==> config.mk <==
export PLATFORM = sky130hd
export DESIGN_NAME = mfs_div
export DESIGN_NICKNAME = d
export VERILOG_FILES = /design/src/rtl/mfs_pkg.sv /design/src/rtl/mfs_div.sv
export SDC_FILE = /design/constraint.sdc
export NUM_CORES = 1
export LEC_CHECK = 0
export ABC_AREA = 0
export BUFFER_PORTS_ARGS = -buffer_cell sky130_fd_sc_hd__clkbuf_2
export CAP_MARGIN = 15
export CORE_MARGIN = 1
export CORE_UTILIZATION = 49
export CTS_CLUSTER_DIAMETER = 60
export DETAILED_ROUTE_END_ITERATION = 8
export PLACE_DENSITY = 0.8
export SLEW_MARGIN = 30
export SYNTH_ARGS = -nofsm -noshare
export SYNTH_HDL_FRONTEND = slang
export SYNTH_SLANG_ARGS = --single-unit
==> constraint.sdc <==
create_clock -name i_clk -period 2.7 [get_ports i_clk]
set_clock_uncertainty 0.1 [all_clocks]
set_input_delay 0.54 -clock i_clk [delete_from_list [all_inputs] [get_ports i_clk]]
set_output_delay 0.54 -clock i_clk [all_outputs]
set_load 0.05 [all_outputs]
==> src/rtl/mfs_pkg.sv <==
// shared constants for the mobius function sieve
// no dependencies
package mfs_pkg;
    localparam int unsigned MAX_N_DEF   = 65535;
    localparam int unsigned IDX_W       = 16;
    localparam int unsigned MU_W        = 2;
    localparam int unsigned STATUS_W    = 2;
    localparam logic [1:0] ST_OK        = 2'd0;
    localparam logic [1:0] ST_RANGE     = 2'd1;
    localparam logic [1:0] ST_UNBUILT   = 2'd2;
    localparam logic       OP_BUILD     = 1'b0;
    localparam logic       OP_QUERY     = 1'b1;
    localparam logic [1:0] MU_ZERO      = 2'b00;
    localparam logic [1:0] MU_ONE       = 2'b01;
    localparam logic [1:0] MU_NEG       = 2'b11;
endpackage

==> src/rtl/mfs_div.sv <==
// restoring divider, one quotient bit per cycle; quotient and remainder
// depends on mfs_pkg
module mfs_div #(
    parameter int unsigned W = mfs_pkg::IDX_W
) (
    input  logic         i_clk,
    input  logic         i_rst_n,
    input  logic         i_start,
    input  logic [W-1:0] i_num,
    input  logic [W-1:0] i_den,
    output logic         o_done,
    output logic [W-1:0] o_quo,
    output logic [W-1:0] o_rem
);
    localparam int unsigned CW = $clog2(W + 1);

    logic          r_busy;
    logic [CW-1:0] r_cnt;
    logic [W-1:0]  r_q;
    logic [W-1:0]  r_r;
    logic [W-1:0]  r_d;
    logic          r_done;
    logic [W:0]    w_sh;
    logic [W:0]    w_sub;

    assign w_sh  = {r_r, r_q[W-1]};
    assign w_sub = w_sh - {1'b0, r_d};

    always_ff @(posedge i_clk) begin
        if (!i_rst_n) begin
            r_busy <= 1'b0;
            r_done <= 1'b0;
            r_cnt  <= '0;
        end else begin
            r_done <= 1'b0;
            if (i_start) begin
                r_busy <= 1'b1;
                r_cnt  <= CW'(W);
                r_q    <= i_num;
                r_r    <= '0;
                r_d    <= i_den;
            end else if (r_busy) begin
                if (w_sub[W]) begin
                    r_r <= w_sh[W-1:0];
                    r_q <= {r_q[W-2:0], 1'b0};
                end else begin
                    r_r <= w_sub[W-1:0];
                    r_q <= {r_q[W-2:0], 1'b1};
                end
                r_cnt <= r_cnt - 1'b1;
                if (r_cnt == CW'(1)) begin
                    r_busy <= 1'b0;
                    r_done <= 1'b1;
                end
            end
        end
    end

    assign o_done = r_done;
    assign o_quo  = r_q;
    assign o_rem  = r_r;
endmodule

# --- Word-level counts from Yosys, hierarchy flattened ---
# Index checks and enable logic that the tools add are counted.
classes:
  addsub: 2
  eq_ne: 1
  mux: 11
  n_bitwise: 2
  reduce_logical: 5
op_table:
  columns: ["op", "n"]
  rows:
  - ["$mux 16", 4]
  - ["$sub 17x16->17", 1]
  - ["$mux 5", 2]
  - ["$eq 5x1->1 const B", 1]
  - ["$mux 1", 5]
  - ["$sub 5x1->5 const B", 1]
  - ["$reduce_and 2->1", 2]
  - ["$reduce_or 3->1", 1]
  - ["$not 1->1", 2]
  - ["$reduce_bool 2->1", 1]
  - ["$reduce_or 2->1", 1]
totals:
  ff_bits: 55
  elab_cells: 28

# --- Logic depth before layout (Yosys ltp) ---
# Gate-level depths: netlist of the first run.
logic_depth:
  ltp_word: 4
  mapped_depth: 10
  mapped_depth_nobuf: 9

# --- Least setup slack after synthesis of the first run ---
# No wires, ideal clock.
synth_timing:
  kind: "flip-flop to flip-flop"
  startpoint: "register r_q[15] (netlist: o_quo[15])"
  endpoint: "register r_r[12] (netlist: o_rem[12]), data pin"
  setup_time_ns: 0.260
  t_arrival_ns: 2.623
  required_ns: 2.340
  slack_ns: -0.283
  path_stages_with_launch: 10
  path_buffers: 0
  path_cell_list: "edfxtp_1 -> inv_1 -> ha_1 -> fa_1 -> nand2b_1 -> a21o_1 -> a21o_1 -> a21oi_4 -> xnor2_4 -> mux2_2"
synth_between:
  elab_chain_cells: 3
synth_lines:
  columns: ["item", "line_no", "source"]
  rows:
  - ["start, declared", "mfs_div.sv:19", "logic [W-1:0] r_q;"]
  - ["start signal, assigned", "mfs_div.sv:39", "r_q <= i_num;"]
  - ["start signal, assigned", "mfs_div.sv:45", "r_q <= {r_q[W-2:0], 1'b0};"]
  - ["start signal, assigned", "mfs_div.sv:48", "r_q <= {r_q[W-2:0], 1'b1};"]
  - ["$sub 17x16->17", "mfs_div.sv:27", "assign w_sub = w_sh - {1'b0, r_d};"]
  - ["$mux 16", "mfs_div.sv:43", "if (w_sub[W]) begin"]
  - ["$mux 16", "mfs_div.sv:42", "end else if (r_busy) begin"]
  - ["end signal, assigned", "mfs_div.sv:44", "r_r <= w_sh[W-1:0];"]
  - ["end signal, assigned", "mfs_div.sv:47", "r_r <= w_sub[W-1:0];"]
  - ["end, declared", "mfs_div.sv:20", "logic [W-1:0] r_r;"]
# Every way passes these cells. The select of a mux whose other input is x is not followed.
# A chain may end at the register's enable or synchronous reset.

# --- Worst setup path after layout of the first run ---
layout_timing:
  startpoint: "register r_q[15] (netlist: o_quo[15])"
  endpoint: "register r_r[9] (netlist: o_rem[9]), data pin"
# Same word-level chain as after synthesis.

==> results.md, run 1 <==
- Critical path class: flop to flop
- Crit. End Element: flop
- Clock buffer depth: 2
- Multi-input logic area: ~0.0015 sq mm
- Max Cap Violations: 0
- Num CTS Buffers: 5
- Drt drc: 0
- FF-to-FF path depth: 10
- Post-synthesis sequential area ratio: 0.503
- Compound-gate portion of the synthesized area: 0.119
- Commonest register cell after synthesis: edfxtp_1
- Nets: around 440
- Largest area contributor in the netlist: edfxtp_1
- Final wirelength: around 6400 microns
- Post-Synthesis Cells: 280
- Avg Synthesized Cell Area: 11.2 sq um
- CP startpoint: o_quo[15]$_DFFE_PP_
- CP most frequent cell: a21o_1
- Post-synth EDFFs: 48
- Top delay family on crit path: compound AO/OA/AOI/OAI gates
- Warnings from Yosys: 0
- Synth top area cells: edfxtp_1, ha_1, mux2_2
- Slew Viols, Final: 0
- Worst-path clk slew: 0.10 ns
- Vias per cell: 5.33
- Critical path fanouts, max: 6
- Seq cells post-synth: 55
- Post-route setup TNS: 0 ns
- Synth Area in XOR/XNOR: 0.0282
- Root Buffer: clkbuf_8
- Core ar.: 0.00606 sq mm
- Min-delay src: i_den[8]
- Die X: 82.1 microns
- Measured slew at the worst slew-check pin: between 0.4 and 0.5 ns
- Crit-path cells: inv_1, ha_2, fa_2, nand2b_4, a21o_1, a21o_1, a21oi_4, xnor2_4, buf_6, mux2_4
- Placer Congestion: 0.877
- Buffers and inverters on the worst path: 2
- H-tree Lvls: 2
- P_leak: around 1.8 nW
- Adder-cell share of the synthesized area: 0.0780
- Top cells by count, synth: edfxtp_1, nand2_1, inv_1
- Status: complete, no violations
- GR Overflow Total: 0
- Crit. path cell count: 10
- Placed wire-length estimate: 4700 microns
- 1st-iter DRT viols: 150
- Final Hold Vio Count: 0
- PwrDens: between 600 and 700 mW/mm^2
- Worst reg2reg startpoint: o_quo[15]$_DFFE_PP_
- WP data arrival: 2.61 ns
- Max-slew headroom: 0.713
- Required @ worst endpoint: 2.67 ns
- Worst min-delay path category: primary input to flop
- Sequential Area: ~0.0016 sq mm
- Antenna viol nets, final: 0
- Mux cell area share after synthesis: 0.110
- FFs w/ async S/R, synth: 0
- Die Span Y: 82.1 microns
- Total track usage: 0.209
- Slowest Stage Delay on Critical Path: about 0.36 ns
- Simple-gate share of the synthesized area: 0.123
- Fillers: 492
- Number of port buffers: 67
- R2r endpoint: o_rem[9]$_SDFFCE_PP0P_
- TritonRoute pass-1 iters: 4
- Share of cells above drive strength 1: 0.364
- Fin crit share: 0.975
- Die area: 0.00674 sq mm
- P&R area growth vs syn: 26.3%
- Initial antenna violation count: 0
- Largest net degree at the start of global routing: 33
- Vias in the first global route: 2353
- Syn_nets: between 300 and 400
- Rows: 28
- Diodes inserted: 0
- Share of Yosys cell area claimed by the top area cell type: 0.458
- Final setup vio count: 0
- Clock latency at the later pin of the worst-skew pair: approximately 0.31 ns
- Total power: 0.00263 W
- Io pins: 68
- Cell area after synthesis: 0.00315 sq mm
- CTS Sinks: 55
- End point of the critical path: o_rem[9]$_SDFFCE_PP0P_
- Slowest stage cell, crit path: edfxtp_1
- Crit path time final: between 2 and 3 ns
- CTS tree: built
- Most numerous cell in the Yosys netlist: edfxtp_1
- Reg-to-reg slack, setup: approximately 0.069 ns
- First-pass GRT wire length: 10700 microns
- Vias post-DR: 2451
- Largest family of logic cells by synthesized area: simple AND/OR/NAND/NOR gates
- Worst Setup Start Kind: flop
- Routed len/inst: between 10 and 15 microns
- Yosys cell types: 44
- Peak supply drop: about 0.33 mV
- Fmax: 0.380 GHz
- Starting Density: 0.519
-- report_power, final --
| part | total, W | switching [W] | internal [W] |
|---|---|---|---|
| sequential | 0.00107 | 0.0000466 | 0.00103 |
| clock | 0.000526 | 0.000284 | 0.000241 |
| combinational | 0.00103 | 0.000571 | 0.000458 |
| total | 0.00263 | 0.000902 | 0.00173 |
-- repair_timing --
action	4_1_cts	5_1_grt
endpoints found under the setup margin	10	16
buffers inserted	3	4
hold buffers	0	0
pin swaps	1	3
gates resized for setup	0	3
-- kinds of logic (layout without fill, tap and decap cells) --
logic type,Yosys count,after routing
flip-flops,55,55
buffers and inverters,30,135
AND/OR/NAND/NOR,79,79
adder cells (fa/ha/maj),19,19
AO/OA/AOI/OAI,57,57
multiplexers,32,32
XOR/XNOR,8,8
-- flip-flops by register name, summed over array words and instances (netlist names) --
| signal | count |
|---|---|
| r_d | 16 |
| r_busy | 1 |
| o_done | 1 |
| o_quo | 16 |
| r_cnt | 5 |
| o_rem | 16 |
-- per-stage QoR --
| stage | area [sq um] | utilization | setup WS, ns | hold slack, ns | cells |
|---|---|---|---|---|---|
| after floorplan | 3180 | - | -0.245 | 0.369 | 280 |
| after global placement | 3800 | 0.628 | 0.0597 | 0.382 | 445 |
| after global routing | 3970 | 0.655 | -0.000969 | 0.278 | 460 |
| final | 3970 | 0.655 | 0.0688 | 0.294 | 460 |
| after CTS | 3930 | 0.648 | 0.00240 | 0.286 | 456 |
| after detailed placement | 3800 | 0.628 | -0.00476 | 0.388 | 445 |
-- placed cells by master, fill, tap and decap left out, types with 4 or more instances in the layout --
| cell | n |
|---|---|
| inv_1 | 23 |
| nor3_1 | 10 |
| ha_1 | 17 |
| nor2_1 | 14 |
| clkbuf_8 | 5 |
| edfxtp_1 | 48 |
| dfxtp_1 | 7 |
| nand3_1 | 5 |
| nand2_1 | 26 |
| a21o_1 | 6 |
| nand2b_1 | 7 |
| xnor2_1 | 5 |
| mux2_4 | 6 |
| buf_4 | 35 |
| a21oi_1 | 19 |
| o21a_1 | 4 |
| o211ai_1 | 6 |
| nor2b_1 | 6 |
| clkbuf_2 | 67 |
| mux2_2 | 15 |
| mux2i_1 | 11 |
| o21ai_0 | 7 |
-- layer usage --
metal | vias up | routed length [microns] | global-route usage
met5 | - | 0 | 0
met4 | 0 | 38 | 0.0509
met3 | 3 | 347 | 0.0396
met2 | 78 | 3030 | 0.339
met1 | 1135 | 3040 | 0.290
li1 | 1235 | - | -
-- final cells by class --
class | count | area share
Timing Repair Buffer | 104 | 0.156
Clock inverter | 1 | 0.00157
Clock buffer | 7 | 0.0246
Tap cell | 75 | 0.0236
Sequential cell | 55 | 0.398
Inverter | 23 | 0.0217
Multi-Input combinational cell | 195 | 0.374
-- worst min-delay path by stage --
stage	slack [ns]	end	cells past startpoint
2_1_floorplan	0.37	r_cnt[1]$_SDFFE_PP0P_	2
3_3_place_gp	0.38	r_cnt[1]$_SDFFE_PP0P_	2
3_5_place_dp	0.39	r_cnt[1]$_SDFFE_PP0P_	2
4_1_cts	0.29	r_d[8]$_DFFE_PP_	1
5_1_grt	0.28	r_d[9]$_DFFE_PP_	1
6_report	0.29	r_d[8]$_DFFE_PP_	1
(Power assumes the default switching activity.)
==> run 2: changes to the inputs <==
--- a/config.mk
+++ b/config.mk
@@ -13,6 +13,7 @@
 export CTS_CLUSTER_DIAMETER = 60
 export DETAILED_ROUTE_END_ITERATION = 8
 export PLACE_DENSITY = 0.8
+export RECOVER_POWER = 25
 export SLEW_MARGIN = 30
 export SYNTH_ARGS = -nofsm -noshare
 export SYNTH_HDL_FRONTEND = slang
==> results.md, run 2 (synthesis gave the netlist of run 1 again) <==
- Status: complete, no violations
- Final worst slack: 0.0659 ns
- Die area: 0.00674 sq mm
- Num CTS Buffers: 5
- TritonRoute pass-1 iters: 5
- Most frequent cells in the layout: clkbuf_2, edfxtp_1, buf_4, nand2_1, inv_1
- Critical path fanouts, max: 6
- P&R area growth vs syn: 26.0%
- Max Cap Violations: 0
- Crit. path cell count: 10
- Nets: approximately 440
- Starting Density: 0.519
- Fmax: 0.380 GHz
- Peak supply drop: roughly 0.33 mV
- CTS tree: built
- GR Overflow Total: 0
- Io pins: 68
- Hold Buf Count CTS: 0
- CP most frequent cell: a21o_1
- Required @ worst endpoint: 2.67 ns
- Crit-path cells: inv_1, ha_2, fa_2, nand2b_4, a21o_1, a21o_1, a21oi_4, xnor2_4, buf_6, mux2_4
- Largest net degree at the start of global routing: 33
- Internal: about 0.0017 W
- Max-slew headroom: 0.329
- Buffers and inverters on the worst path: 2
- CTS Sinks: 55
- P_leak: 1.77 nW
- Commonest non-fill, non-tap cell in the layout: clkbuf_2
- Share of cells above drive strength 1: 0.356
- Vias per cell: around 5.3
- Vias in the first global route: 2353
- Sw Share: 0.342
- Post-Layout Cell Count: 460
- Hold path depth: 1
- Final Hold Vio Count: 0
- Measured slew at the worst slew-check pin: 1.01 ns
- Seq pwr share: 0.409
- Worst-path clk slew: 0.10 ns
- Slowest Stage Delay on Critical Path: about 0.36 ns
- Clock buffer depth: 2
- Top delay family on crit path: compound AO/OA/AOI/OAI gates
- Fin crit share: 0.976
- Placer Congestion: 0.877
- Placed cells: 445
- Vias post-DR: 2447
- Crit path time final: ~2.6 ns
- Total track usage: 0.209
- Diodes inserted: 0
- Placed wire-length estimate: about 4700 microns
- Routed len/inst: 14.0 microns
- Crit. End Element: flop
- Critical path class: flop to flop
- PwrDens: roughly 660 mW/mm^2
- NetSw: 0.000898 W
- Power share of the combinational group: 0.392
- Drt drc: 0
- DP Worst Slack: -0.00476 ns
- Fillers: 496
- Final setup vio count: 0
- Number of port buffers: 67
- Final wirelength: 6420 microns
- Share of total power in the clock network: 0.199
- Clock latency at the later pin of the worst-skew pair: between 0.3 and 0.4 ns
- FF-to-FF path depth: 10
- 1st-iter DRT viols: 167
- WP data arrival: 2.61 ns
- Worst min-delay path category: primary input to flop
- Initial antenna violation count: 0
- Core ar.: a little over 0.006 sq mm
- Slew Viols, Final: 0
- Die Span Y: 82.1 microns
- First-pass GRT wire length: 10700 microns
- Hold slack final: 0.295 ns
- Root Buffer: clkbuf_8
- Slowest stage cell, crit path: edfxtp_1
- Worst Setup Start Kind: flop
- Rows: 28
- Antenna viol nets, final: 0
- Die X: 82.1 microns
- H-tree Lvls: 2
==> run 2: changes by cell type in the layout (fill, tap and decap cells not counted), sizes merged <==
cell and change:
buf -2, clkbuf +2
==> run 2: cell type report <==
class	instances	area [sq um]	share of cell area
Sequential cell	55	1580	0.399
Tap cell	75	93.8	0.0237
Inverter	23	86.3	0.0218
Clock buffer	7	97.6	0.0246
Clock inverter	1	6.26	0.00158
Timing Repair Buffer	104	612	0.154
Multi-Input combinational cell	195	1490	0.375
==> run 2: per-stage QoR <==
step           area [sq um]   util  TNS [ns]  power, W
6_report               3960  0.654         0   0.00262
4_1_cts                3930  0.648         0   0.00259
2_1_floorplan          3180      -     -3.55   0.00179
5_1_grt                3960  0.654  -0.00126   0.00276
3_5_place_dp           3800  0.628  -0.00616   0.00205
3_3_place_gp           3800  0.628         0   0.00203
==> run 2: worst paths after layout <==
check	startpoint	endpoint	slack, ns
max reg2reg	o_quo[15]$_DFFE_PP_	o_rem[9]$_SDFFCE_PP0P_	0.07
max	o_quo[15]$_DFFE_PP_	o_rem[9]$_SDFFCE_PP0P_	0.07
min reg2reg	r_cnt[1]$_SDFFE_PP0P_	r_cnt[1]$_SDFFE_PP0P_	0.41
min	i_den[8]	r_d[8]$_DFFE_PP_	0.30
==> run 2: power groups by stage <==
| stage | Combinational (W) | Sequential [W] | Clock [W] |
|---|---|---|---|
| 2_1_floorplan | 0.000534 | 0.00125 | 0 |
| 4_1_cts | 0.000988 | 0.00107 | 0.000535 |
| 3_3_place_gp | 0.000944 | 0.00109 | 0 |
| 3_5_place_dp | 0.000961 | 0.00109 | 0 |
| 6_report | 0.00103 | 0.00107 | 0.000523 |
| 5_1_grt | 0.00112 | 0.00108 | 0.000566 |
==> run 2: what timing repair did <==
action	in CTS	in global routing
buffers inserted	3	4
gates resized for setup	0	3
pin swaps	1	3
setup endpoints to repair	10	16
==> run 2: worst register-to-register path, cell delays in order, from the launching register on <==
cell and delay, ns:
edfxtp_1 0.36, inv_1 0.06, ha_2 0.18, fa_2 0.35, nand2b_4 0.15, a21o_1 0.19
a21o_1 0.19, a21oi_4 0.19, xnor2_4 0.16, buf_6 0.17, mux2_4 0.30
==> run 2: per-layer routing <==
layer  wire length (microns)  global-route usage  vias up
li1                        -                   -     1237
met1                    3010               0.290     1134
met2                    3020               0.339       72
met3                     337              0.0396        4
met4                      43              0.0509        0
met5                       0                   0        -
==> run 3: changes to the inputs <==
--- a/config.mk
+++ b/config.mk
@@ -8,7 +8,7 @@
 export ABC_AREA = 0
 export BUFFER_PORTS_ARGS = -buffer_cell sky130_fd_sc_hd__clkbuf_2
 export CAP_MARGIN = 15
-export CORE_MARGIN = 1
+export CORE_MARGIN = 2
 export CORE_UTILIZATION = 49
 export CTS_CLUSTER_DIAMETER = 60
 export DETAILED_ROUTE_END_ITERATION = 8
==> results.md, run 3 (synthesis gave the netlist of run 1 again) <==
- Status: complete, no violations
- Die X: 84.1 microns
- Clock buffer depth: 2
- GR Overflow Total: 0
- CP startpoint: r_d[0]$_DFFE_PP_
- First-pass GRT wire length: 10900 microns
- Crit. End Element: flop
- Antenna viol nets, final: 0
- CTS Sinks: 55
- TritonRoute pass-1 iters: 4
- Nets: 441
- Power share of the combinational group: 0.409
- Worst min-delay path category: primary input to flop
- Commonest non-fill, non-tap cell in the layout: clkbuf_2
- Clock latency at the later pin of the worst-skew pair: 0.31 ns
- PwrDens: 661 mW/mm^2
- Critical path class: flop to flop
- Share of total power in the clock network: 0.185
- Number of port buffers: 67
- Crit-path cells: ha_2, fa_2, nand2b_4, a21o_1, a21o_1, a21oi_4, xnor2_4, buf_12, mux2_4
- Rows: 29
- Most frequent cells in the layout: clkbuf_2, edfxtp_1, buf_4, nand2_1, inv_1
- Worst-path clk slew: 0.10 ns
- Root Buffer: clkbuf_8
- Worst Setup Start Kind: flop
- Post-route setup TNS: 0 ns
- Share of cells above drive strength 1: 0.363
- WP data arrival: 2.59 ns
- Worst reg2reg startpoint: r_d[0]$_DFFE_PP_
- Peak supply drop: 0.350 mV
- Drt drc: 0
- Max-slew headroom: 0.448
- 1st-iter DRT viols: 131
- P&R area growth vs syn: 27.4%
- Total track usage: 0.191
- CTS tree: built
- NetSw: ~0.00092 W
- Num CTS Buffers: 5
- Final wirelength: 6890 microns
- DP Area: 0.00382 sq mm
- Diodes inserted: 0
- Internal: 0.00173 W
- Slowest Stage Delay on Critical Path: 0.39 ns
- Required @ worst endpoint: ~2.7 ns
- Placer Congestion: 0.917
- Slowest stage cell, crit path: edfxtp_1
- Max Cap Violations: 0
- Fin crit share: 0.971
- P_leak: 1.79 nW
- Vias in the first global route: 2423
- Core ar.: 0.00628 sq mm
- Die area: 0.00708 sq mm
- Routed len/inst: around 15 microns
- Placed wire-length estimate: a little under 5000 microns
- Min-delay src: i_den[1]
- Starting Density: 0.501
- Vias per cell: 5.38
- Buffers and inverters on the worst path: 1
- Critical path fanouts, max: 6
- Final Hold Vio Count: 0
- Hold Buf Count CTS: 0
- Top delay family on crit path: compound AO/OA/AOI/OAI gates
- Final setup vio count: 0
- Initial antenna violation count: 0
- Sw Share: 0.348
- Die Span Y: 84.1 microns
- Measured slew at the worst slew-check pin: around 0.83 ns
- Slew Viols, Final: 0
- Vias post-DR: 2502
- Final Core Density: 0.638
- Io pins: 68
- Crit path time final: between 2 and 3 ns
- Fin area: 0.00401 sq mm
- Fmax: 0.381 GHz
- Seq pwr share: 0.405
- Largest net degree at the start of global routing: 24
- H-tree Lvls: 2
- CP most frequent cell: a21o_1
run 3: changes by cell type in the layout (fill, tap and decap cells not counted):
cell      delta
clkbuf_8     +1
buf_12       +1
clkbuf_1     -1
buf_4        +4
buf_6        -2
inv_4        -1
inv_6        +1
run 3: cell type report:
class                   instances  area (sq um)
clock inverters                 1          8.76
repair buffers                107           661
fillers                       508          2270
flip-flops and latches         55          1580
clock buffers                   7          86.3
well taps                      77          96.3
multi-input cells             195          1490
inverters                      23          86.3
run 3: path summary, 6_finish.rpt:
check,endpoint,slack (ns),cells after the start
min reg2reg,r_cnt[1]$_SDFFE_PP0P_,0.40,2
max reg2reg,o_rem[12]$_SDFFCE_PP0P_,0.08,9
max,o_rem[12]$_SDFFCE_PP0P_,0.08,9
min,r_d[1]$_DFFE_PP_,0.30,1
run 3: what timing repair did:
action                                  CTS  global route
gates resized for setup                   0             1
endpoints found under the setup margin    0            14
buffers inserted                          0             7
run 3: layer usage:
| metal | GRT usage | routed length, microns | up-vias |
|---|---|---|---|
| met1 | 0.252 | 3010 | 1146 |
| met3 | 0.0445 | 563 | 10 |
| met2 | 0.310 | 3200 | 100 |
| li1 | - | - | 1246 |
| met5 | 0 | 0 | - |
| met4 | 0.0689 | 116 | 0 |
run 3: worst register-to-register path: cells and delay by family (launching register included):
| family | cells | cell delay [ns] |
|---|---|---|
| and+or+nand+nor | 1 | 0.15 |
| muxes | 1 | 0.29 |
| DFF | 1 | 0.39 |
| buffers and inverters | 1 | 0.17 |
| adders and majority gates | 2 | 0.55 |
| AOI/OAI and AO/OA | 3 | 0.57 |
| xor gates and xnor gates | 1 | 0.16 |
run 3: power groups by stage:
stage / combinational, W / clock (W) / sequential, W
after floorplan: 0.000534 / 0 / 0.00125
after global placement: 0.000951 / 0 / 0.00109
after detailed placement: 0.000974 / 0 / 0.00109
after CTS: 0.000980 / 0.000501 / 0.00107
after global routing: 0.00117 / 0.000534 / 0.00108
final: 0.00108 / 0.000491 / 0.00107
run 3: through the flow:
step | setup WS [ns] | hold slack (ns) | cells | power [W]
2_1_floorplan | -0.245 | 0.369 | 280 | 0.00179
3_3_place_gp | 0.0672 | 0.384 | 449 | 0.00204
3_5_place_dp | 0.00708 | 0.392 | 449 | 0.00207
4_1_cts | 0.00361 | 0.288 | 457 | 0.00255
5_1_grt | -0.00403 | 0.283 | 465 | 0.00278
6_report | 0.0771 | 0.298 | 465 | 0.00265
